$ cat config.mk
export PLATFORM = sky130hd
export DESIGN_NAME = esc_front
export DESIGN_NICKNAME = d
export VERILOG_FILES = /design/src/rtl/esc_pkg.sv /design/src/rtl/esc_front.sv
export SDC_FILE = /design/constraint.sdc
export NUM_CORES = 1
export LEC_CHECK = 0
export ABC_AREA = 1
export ABC_CLOCK_PERIOD_IN_PS = 5200
export BUFFER_PORTS_ARGS = -buffer_cell sky130_fd_sc_hd__buf_2
export CAP_MARGIN = 5
export CORE_MARGIN = 2
export CORE_UTILIZATION = 40
export DETAILED_ROUTE_END_ITERATION = 16
export GPL_ROUTABILITY_DRIVEN = 0
export SYNTH_ARGS = -nofsm -noshare
export SYNTH_HDL_FRONTEND = slang
export SYNTH_SLANG_ARGS = --single-unit
$ cat constraint.sdc
create_clock -name clk -period 5.2 [get_ports clk]
set_input_delay 0.26 -clock clk [delete_from_list [all_inputs] [get_ports clk]]
set_output_delay 0.26 -clock clk [all_outputs]
set_load 0.02 [all_outputs]
$ cat src/rtl/esc_pkg.sv
// Package with the word types, codes and constants of the ELF segment security checker.
package esc_pkg;

  localparam int unsigned CFG_DATA_W = 32;

  localparam logic [31:0] ELF_MAGIC_WORD = 32'h464C457F;
  localparam logic [7:0]  CLASS_64       = 8'd2;
  localparam logic [15:0] TYPE_EXEC      = 16'd2;
  localparam logic [15:0] TYPE_DYN       = 16'd3;
  localparam logic [31:0] SEG_LOAD       = 32'd1;
  localparam logic [31:0] SEG_STACK      = 32'h6474E551;
  localparam int unsigned FLAG_X_BIT     = 0;
  localparam int unsigned FLAG_W_BIT     = 1;

  localparam logic [31:0] PAD_LIMIT_RESET = 32'd102400;
  localparam logic [15:0] MACHINE_RESET   = 16'd62;

  typedef enum logic [0:0] {
    REG_PAD_LIMIT = 1'b0,
    REG_MACHINE   = 1'b1
  } reg_index_t;

  typedef enum logic [1:0] {
    OP_HEADER  = 2'd0,
    OP_SEGMENT = 2'd1,
    OP_END     = 2'd2,
    OP_NONE    = 2'd3
  } op_t;

  typedef enum logic [1:0] {
    KIND_HEADER  = 2'd0,
    KIND_SEGMENT = 2'd1,
    KIND_FINAL   = 2'd2
  } kind_t;

  typedef enum logic [2:0] {
    REJ_OK        = 3'd0,
    REJ_MAGIC     = 3'd1,
    REJ_CLASS     = 3'd2,
    REJ_TYPE      = 3'd3,
    REJ_MACHINE   = 3'd4,
    REJ_NO_LOAD   = 3'd5
  } reject_t;

  typedef struct packed {
    logic [1:0]  op;
    logic [31:0] ident_magic;
    logic [7:0]  ident_class;
    logic [15:0] file_type;
    logic [15:0] machine;
    logic [63:0] entry_addr;
    logic [31:0] seg_type;
    logic [2:0]  seg_flags;
    logic [63:0] seg_file_size;
    logic [63:0] seg_mem_size;
    logic [63:0] seg_vaddr;
  } esc_in_t;

  typedef struct packed {
    logic [1:0]  report_kind;
    logic [2:0]  reject_code;
    logic        wx_violation;
    logic        size_gap_alert;
    logic [63:0] size_gap;
    logic        stack_exec_alert;
    logic        stack_missing;
    logic        stack_repeated;
    logic        entry_writable;
    logic        entry_unmapped;
  } esc_out_t;

  // Classified word passed from the front end to the back end.
  typedef struct packed {
    kind_t       kind;
    reject_t     verdict;
    logic        is_load;
    logic        is_stack;
    logic        writable;
    logic        wx;
    logic        gap_alert;
    logic [63:0] gap;
    logic        stack_exec;
    logic        holds_entry;
  } esc_cls_t;

endpackage

$ cat src/rtl/esc_front.sv
// Front end: configuration registers, input word intake and classification.
module esc_front (
  input  logic                            clk,
  input  logic                            rst,
  input  logic                            wr_en,
  input  logic [0:0]                      wr_index,
  input  logic [esc_pkg::CFG_DATA_W-1:0]  wr_data,
  input  logic                            item_valid,
  output logic                            item_ready,
  input  esc_pkg::esc_in_t                item,
  output logic                            cls_valid,
  input  logic                            cls_ready,
  output esc_pkg::esc_cls_t               cls
);

  logic [31:0]       pad_limit;
  logic [15:0]       exp_machine;
  logic [63:0]       entry_point;
  esc_pkg::esc_cls_t cls_next;
  esc_pkg::reject_t  verdict;
  logic [64:0]       seg_end;
  logic [63:0]       gap_raw;
  logic              mem_larger;
  logic              doubles;
  logic              over_pad;
  logic              is_load;
  logic              is_stack;
  logic              wr_flag;
  logic              ex_flag;
  logic              take;

  assign item_ready = !cls_valid || cls_ready;
  assign take       = item_valid && item_ready;

  always_comb begin
    if (item.ident_magic != esc_pkg::ELF_MAGIC_WORD) begin
      verdict = esc_pkg::REJ_MAGIC;
    end else if (item.ident_class != esc_pkg::CLASS_64) begin
      verdict = esc_pkg::REJ_CLASS;
    end else if (item.file_type != esc_pkg::TYPE_EXEC && item.file_type != esc_pkg::TYPE_DYN) begin
      verdict = esc_pkg::REJ_TYPE;
    end else if (item.machine != exp_machine) begin
      verdict = esc_pkg::REJ_MACHINE;
    end else begin
      verdict = esc_pkg::REJ_OK;
    end
  end

  assign is_load    = item.seg_type == esc_pkg::SEG_LOAD;
  assign is_stack   = item.seg_type == esc_pkg::SEG_STACK;
  assign wr_flag    = item.seg_flags[esc_pkg::FLAG_W_BIT];
  assign ex_flag    = item.seg_flags[esc_pkg::FLAG_X_BIT];
  assign mem_larger = item.seg_mem_size > item.seg_file_size;
  assign gap_raw    = item.seg_mem_size - item.seg_file_size;
  assign doubles    = {1'b0, item.seg_mem_size} >= {item.seg_file_size, 1'b0};
  assign over_pad   = gap_raw > {32'd0, pad_limit};
  assign seg_end    = {1'b0, item.seg_vaddr} + {1'b0, item.seg_mem_size};

  always_comb begin
    cls_next = '0;
    case (item.op)
      esc_pkg::OP_HEADER: begin
        cls_next.kind    = esc_pkg::KIND_HEADER;
        cls_next.verdict = verdict;
      end
      esc_pkg::OP_SEGMENT: begin
        cls_next.kind        = esc_pkg::KIND_SEGMENT;
        cls_next.is_load     = is_load;
        cls_next.is_stack    = is_stack && !is_load;
        cls_next.writable    = wr_flag;
        cls_next.wx          = is_load && wr_flag && ex_flag;
        cls_next.gap_alert   = is_load && mem_larger && (doubles || over_pad);
        cls_next.gap         = (is_load && mem_larger) ? gap_raw : 64'd0;
        cls_next.stack_exec  = is_stack && ex_flag;
        cls_next.holds_entry = is_load && (entry_point >= item.seg_vaddr) &&
                               ({1'b0, entry_point} < seg_end);
      end
      esc_pkg::OP_END: begin
        cls_next.kind = esc_pkg::KIND_FINAL;
      end
      default: begin
        cls_next = '0;
      end
    endcase
  end

  always_ff @(posedge clk) begin
    if (rst) begin
      pad_limit   <= esc_pkg::PAD_LIMIT_RESET;
      exp_machine <= esc_pkg::MACHINE_RESET;
    end else if (wr_en) begin
      case (wr_index)
        esc_pkg::REG_PAD_LIMIT: pad_limit   <= wr_data;
        esc_pkg::REG_MACHINE:   exp_machine <= wr_data[15:0];
        default:                pad_limit   <= pad_limit;
      endcase
    end
  end

  always_ff @(posedge clk) begin
    if (rst) begin
      cls_valid   <= 1'b0;
      entry_point <= 64'd0;
    end else begin
      if (item_ready) begin
        cls_valid <= item_valid && (item.op != esc_pkg::OP_NONE);
      end
      if (take && item.op == esc_pkg::OP_HEADER) begin
        entry_point <= item.entry_addr;
      end
    end
  end

  always_ff @(posedge clk) begin
    if (item_ready) begin
      cls <= cls_next;
    end
  end

endmodule

Word-level counts from Yosys, hierarchy flattened --
Index checks and enable logic that the tools add are counted.
Storage, ports and cells: register bits 189, bits of input ports 403, output and inout port bits 78, logic and storage cells 62
Operators by class: add/subtract/negate cells 2, magnitude comparators 5, eq/ne operators 10, mux-type cells 5, bitwise gates (word level) 2, reduce and logical (&&, ||, !) cells 22
Operator list (count):
- $add 64x64->65 | 1
- $ge 64x65->1 | 1
- $lt 64x65->1 | 1
- $ge 64x64->1 | 1
- $gt 64x32->1 | 1
- $gt 64x64->1 | 1
- $sub 64x64->64 | 1
- $eq 32x1->1 const B | 1
- $eq 32x31->1 const B | 1
- $ne 16x2->1 const B | 2
- $ne 32x31->1 const B | 1
- $ne 16x16->1 | 1
- $logic_and 1x1->1 | 12
- $ne 8x2->1 const B | 1
- $reduce_and 2->1 | 3
- $mux 2 | 2
- $pmux 2 s2 | 1
- $reduce_or 4->1 | 1
- $mux 3 | 1
- $eq 2x1->1 const B | 1
- $eq 2x2->1 const B | 1
- $logic_not 1->1 | 2
- $logic_not 2->1 | 1
- $logic_or 1x1->1 | 2
- 4 further kinds | 5

Longest topological paths before layout --
depth in word-level cells 5, gate-level depth with buffers 28

Least setup slack after synthesis --
Ideal clock, no wire load.
path type input to register, start input port item[0] (netlist bit), end register cls[0] (netlist bit) (data pin), arrival 3.059 ns, slack 1.890 ns, cell stages on the path 23, path through ha_1 -> inv_1 -> fa_1 -> nand3b_1 -> nand2_1 -> nand3_1 -> nand2_1 -> a21oi_1 -> o21ai_0 -> a21oi_1 -> xor2_1 -> ha_1 -> nand2_1 -> o21ai_0 -> a21oi_1 -> nor2_1 -> nor2_1 -> o21ai_0 -> nand4_1 -> nand2_1 -> nor2_1 -> nand3_1 -> nor2_1
On the way: longest elaborated chain between the ends 3
RTL lines:
- from (decl) | RTL line esc_front.sv:10 | input esc_pkg::esc_in_t item,
- $add 64x64->65 / $ge 64x64->1 (equally long branches) | RTL line esc_front.sv:57, esc_front.sv:75
- $lt 64x65->1 / $logic_and 1x1->1 (equally long branches) | RTL line esc_front.sv:76, esc_front.sv:75
- $logic_and 1x1->1 * | RTL line esc_front.sv:75 | cls_next.holds_entry = is_load && (entry_point >= item.seg_vaddr) &&
- to (signal assigned) | RTL line esc_front.sv:116 | cls <= cls_next;
- to (decl) | RTL line esc_front.sv:13 | output esc_pkg::esc_cls_t cls
Mark *: on every way between the ends. The rest lies on a longest branch, timed or not. A chain may end at the register's enable or synchronous reset.

Final worst setup path --
start input port item[64] (netlist bit), end register cls[0] (netlist bit) (data pin)
On the way: longest elaborated chain between the ends 3
RTL lines:
- $add 64x64->65 | RTL line esc_front.sv:57 | assign seg_end = {1'b0, item.seg_vaddr} + {1'b0, item.seg_mem_size};
- $lt 64x65->1 | RTL line esc_front.sv:76 | ({1'b0, entry_point} < seg_end);
- $logic_and 1x1->1 | RTL line esc_front.sv:75
No other way between the ends.

==> run metrics <==
Core ar.=56,400 µm²; Synth Warn #=0; IO Count=481; vias in the first global route=23,300; count leader, synth=nand2_1; Die Ht=243 µm; Fmax achieved=253 MHz; pin count of the biggest net entering global routing=73; Hold Vio Cnt, Final=0; slew margin rel.=0.369; Critical Path Sink=cls[0]; PwrDens=203 nW/µm²; Seq/Total Area, Yosys=0.199; Startpoint Class=input port; reg2reg start=entry_point[63]; clock-pin transition on the worst setup and hold timing paths=90 ps; final period utilization=0.760; status=complete, no violations; # Max-Cap Violations=0; Via Count=24,500; Worst Skew=14.1 ps; number of synthesized flops with an enable pin=76; num rows=87; Least-Margin Pin Slew=947 ps; crit path time final=3950 ps; H-tree depth=4; Worst Path Required=5480 ps; Synth top area share=0.192; fraction of layout cells with a size suffix above 1=0.153; DRC=0; Main synth FF type=dfxtp_1; Tot Pwr=5.50 mW; synth unique cells=55; die area=59,100 µm²; Yosys top cell by area=ha_1; final setup TNS=0 ps; Clock Sinks=189; Die W=243 µm; Root Buffer=clkbuf_16; FILL cells=6,096; FF-to-FF path depth=9; # setup viols final=0; GR Util All Layers=0.278; Hold WS=28.6 ps; hold crit path type=in -> reg; CTS Buf Count=17; FFs w/ async S/R, synth=0; placed insts=4,763; top cells by area, synth=ha_1, nand2_1, inv_1; synthesized area=22,900 µm²; post-synthesis register bit count=189; CP max FO=3; CTS tree=yes; Routed WL per cell=17.2 µm; Worst Setup End Kind=register; Mapped Cells=3,563; crit path from=item[64]; Post-Syn Nets=4,318; Pre-antenna DRT Iters=6; clock latency on the worst-skew pair=510 ps; Buffers on Ports=478; initial antenna violation count=8; R2R Setup Slk=2400 ps; Synth top cells by count=nand2_1, inv_1, nor2_1, ha_1, a21oi_1; WP data arrival=4230 ps; RSZ-0062 raised after global routing=no; critical path class=in -> reg; Initial Util=0.405; fin cells=4,833; final net count=4,813; total congestion overflow=0; Slew Limit Fails=0; DP HPWL=72,700 µm; Max VDD drop=280 µV; global-route wire length before repair=127,000 µm; Final ANT Viol Nets=0; leak pwr=14.6 nW; vias per std cell=5.07; Worst R2R End=cls[0]; initial DRC count=1,419; Area Growth Syn to Fin=18.4%; Total Routed Length=83,100 µm; Avg Inst Size Synth=6.41 µm²; post-layout util=0.480; clock buffer depth=2
-- cell type report --
| type | instances | area, µm² | area share |
|---|---|---|---|
| Multi-Input combinational cell | 2624 | 15500 | 0.572 |
| Sequential cell | 189 | 4540 | 0.168 |
| Timing Repair Buffer | 519 | 2780 | 0.103 |
| Inverter | 707 | 2650 | 0.0981 |
| Tap cell | 756 | 946 | 0.0350 |
| Clock buffer | 18 | 450 | 0.0167 |
| Clock inverter | 14 | 190 | 0.00703 |
| Antenna cell | 6 | 15.0 | 0.000555 |
-- report_power, final --
part	switching, mW	leakage, nW	internal (mW)
Clock	0.768	0.310	0.696
Sequential	0.0433	1.82	1.61
Combinational	1.52	12.5	0.855
-- layer usage --
| layer | vias to the layer above | GRT usage | share of wire |
|---|---|---|---|
| met3 | 161 | 0.0330 | 0.056 |
| met4 | 4 | 0.132 | 0.045 |
| li1 | 12600 | - | - |
| met5 | - | 0 | 0.00032 |
| met2 | 718 | 0.458 | 0.45 |
| met1 | 11000 | 0.362 | 0.45 |
-- cells by family after synthesis --
family                     after synthesis  share of synthesized area
adders and majority gates              352                      0.193
DFF                                    189                      0.199
xor gates and xnor gates               106                     0.0406
AOI/OAI and AO/OA                      685                      0.167
buffers and inverters                  750                      0.125
and+or+nand+nor                       1481                      0.275
-- cells in the final DEF (no fill, tap or decap), types with 6 or more instances in the layout --
cell type / instances
nand2_1: 780
inv_1: 698
buf_2: 478
nor2_1: 358
ha_1: 350
a21oi_1: 348
o21ai_0: 187
nand3_1: 122
dfxtp_1: 113
edfxtp_1: 76
nand4_1: 63
xor2_1: 61
xnor2_1: 45
nor3_1: 40
nor2_2: 39
dlygate4sd3_1: 32
nor4_1: 26
a31oi_1: 22
a21oi_2: 19
o21bai_1: 18
clkbuf_16: 18
o21a_1: 16
a21o_1: 16
nand2_2: 15
o211ai_1: 12
nand3b_1: 10
buf_4: 9
inv_2: 8
a211oi_1: 8
o21ai_1: 7
nand3_2: 7
diode_2: 6
o21ai_2: 6
-- critical path, stage by stage --
cell      delay [ps]
buf_2            130
ha_1             180
inv_1             60
fa_1             390
nand3b_1         180
nand2_1          170
a21oi_2          110
o21ai_1          290
a21oi_1          190
o21ai_2          290
a21oi_2          120
o21ai_2          200
nand2_1          100
nand3_1           80
nand2_1           70
ha_1             290
nand4_1           90
nor3_1           300
nand4_1          210
nor2_1           290
nand3_1          110
nand3_1           80
nor2_1            40
-- worst min path at each step --
stage	start	end	slack, ps	cells past startpoint
finish	item[284]	entry_point[57]	30	3
global route	item[284]	entry_point[57]	30	3
CTS	item[250]	entry_point[23]	0.2	3
detailed placement	pad_limit[3]	pad_limit[3]	460	2
global placement	pad_limit[18]	pad_limit[18]	450	2
floorplan	rst	cls_valid	330	1
-- per-stage QoR --
| step | cell area (µm²) | setup WS (ps) |
|---|---|---|
| floorplan | 22900 | 1890 |
| detailed placement | 26100 | 836 |
| global placement | 26100 | 856 |
| global route | 27000 | 997 |
| CTS | 27000 | 1380 |
| finish | 27000 | 1250 |
-- registers in the layout, indices dropped and copies added, names as in the netlist --
name	cells
entry_point	64
cls	76
cls_valid	1
exp_machine	16
pad_limit	32
-- what timing repair did --
item | in CTS | in global routing
setup buffers | 0 | 0
hold buffers | 32 | 0
endpoints found under the hold margin | 34 | 0
gates resized for setup | 0 | 0
endpoints found under the setup margin | 0 | 0
Power figures use the tool's default switching activity.
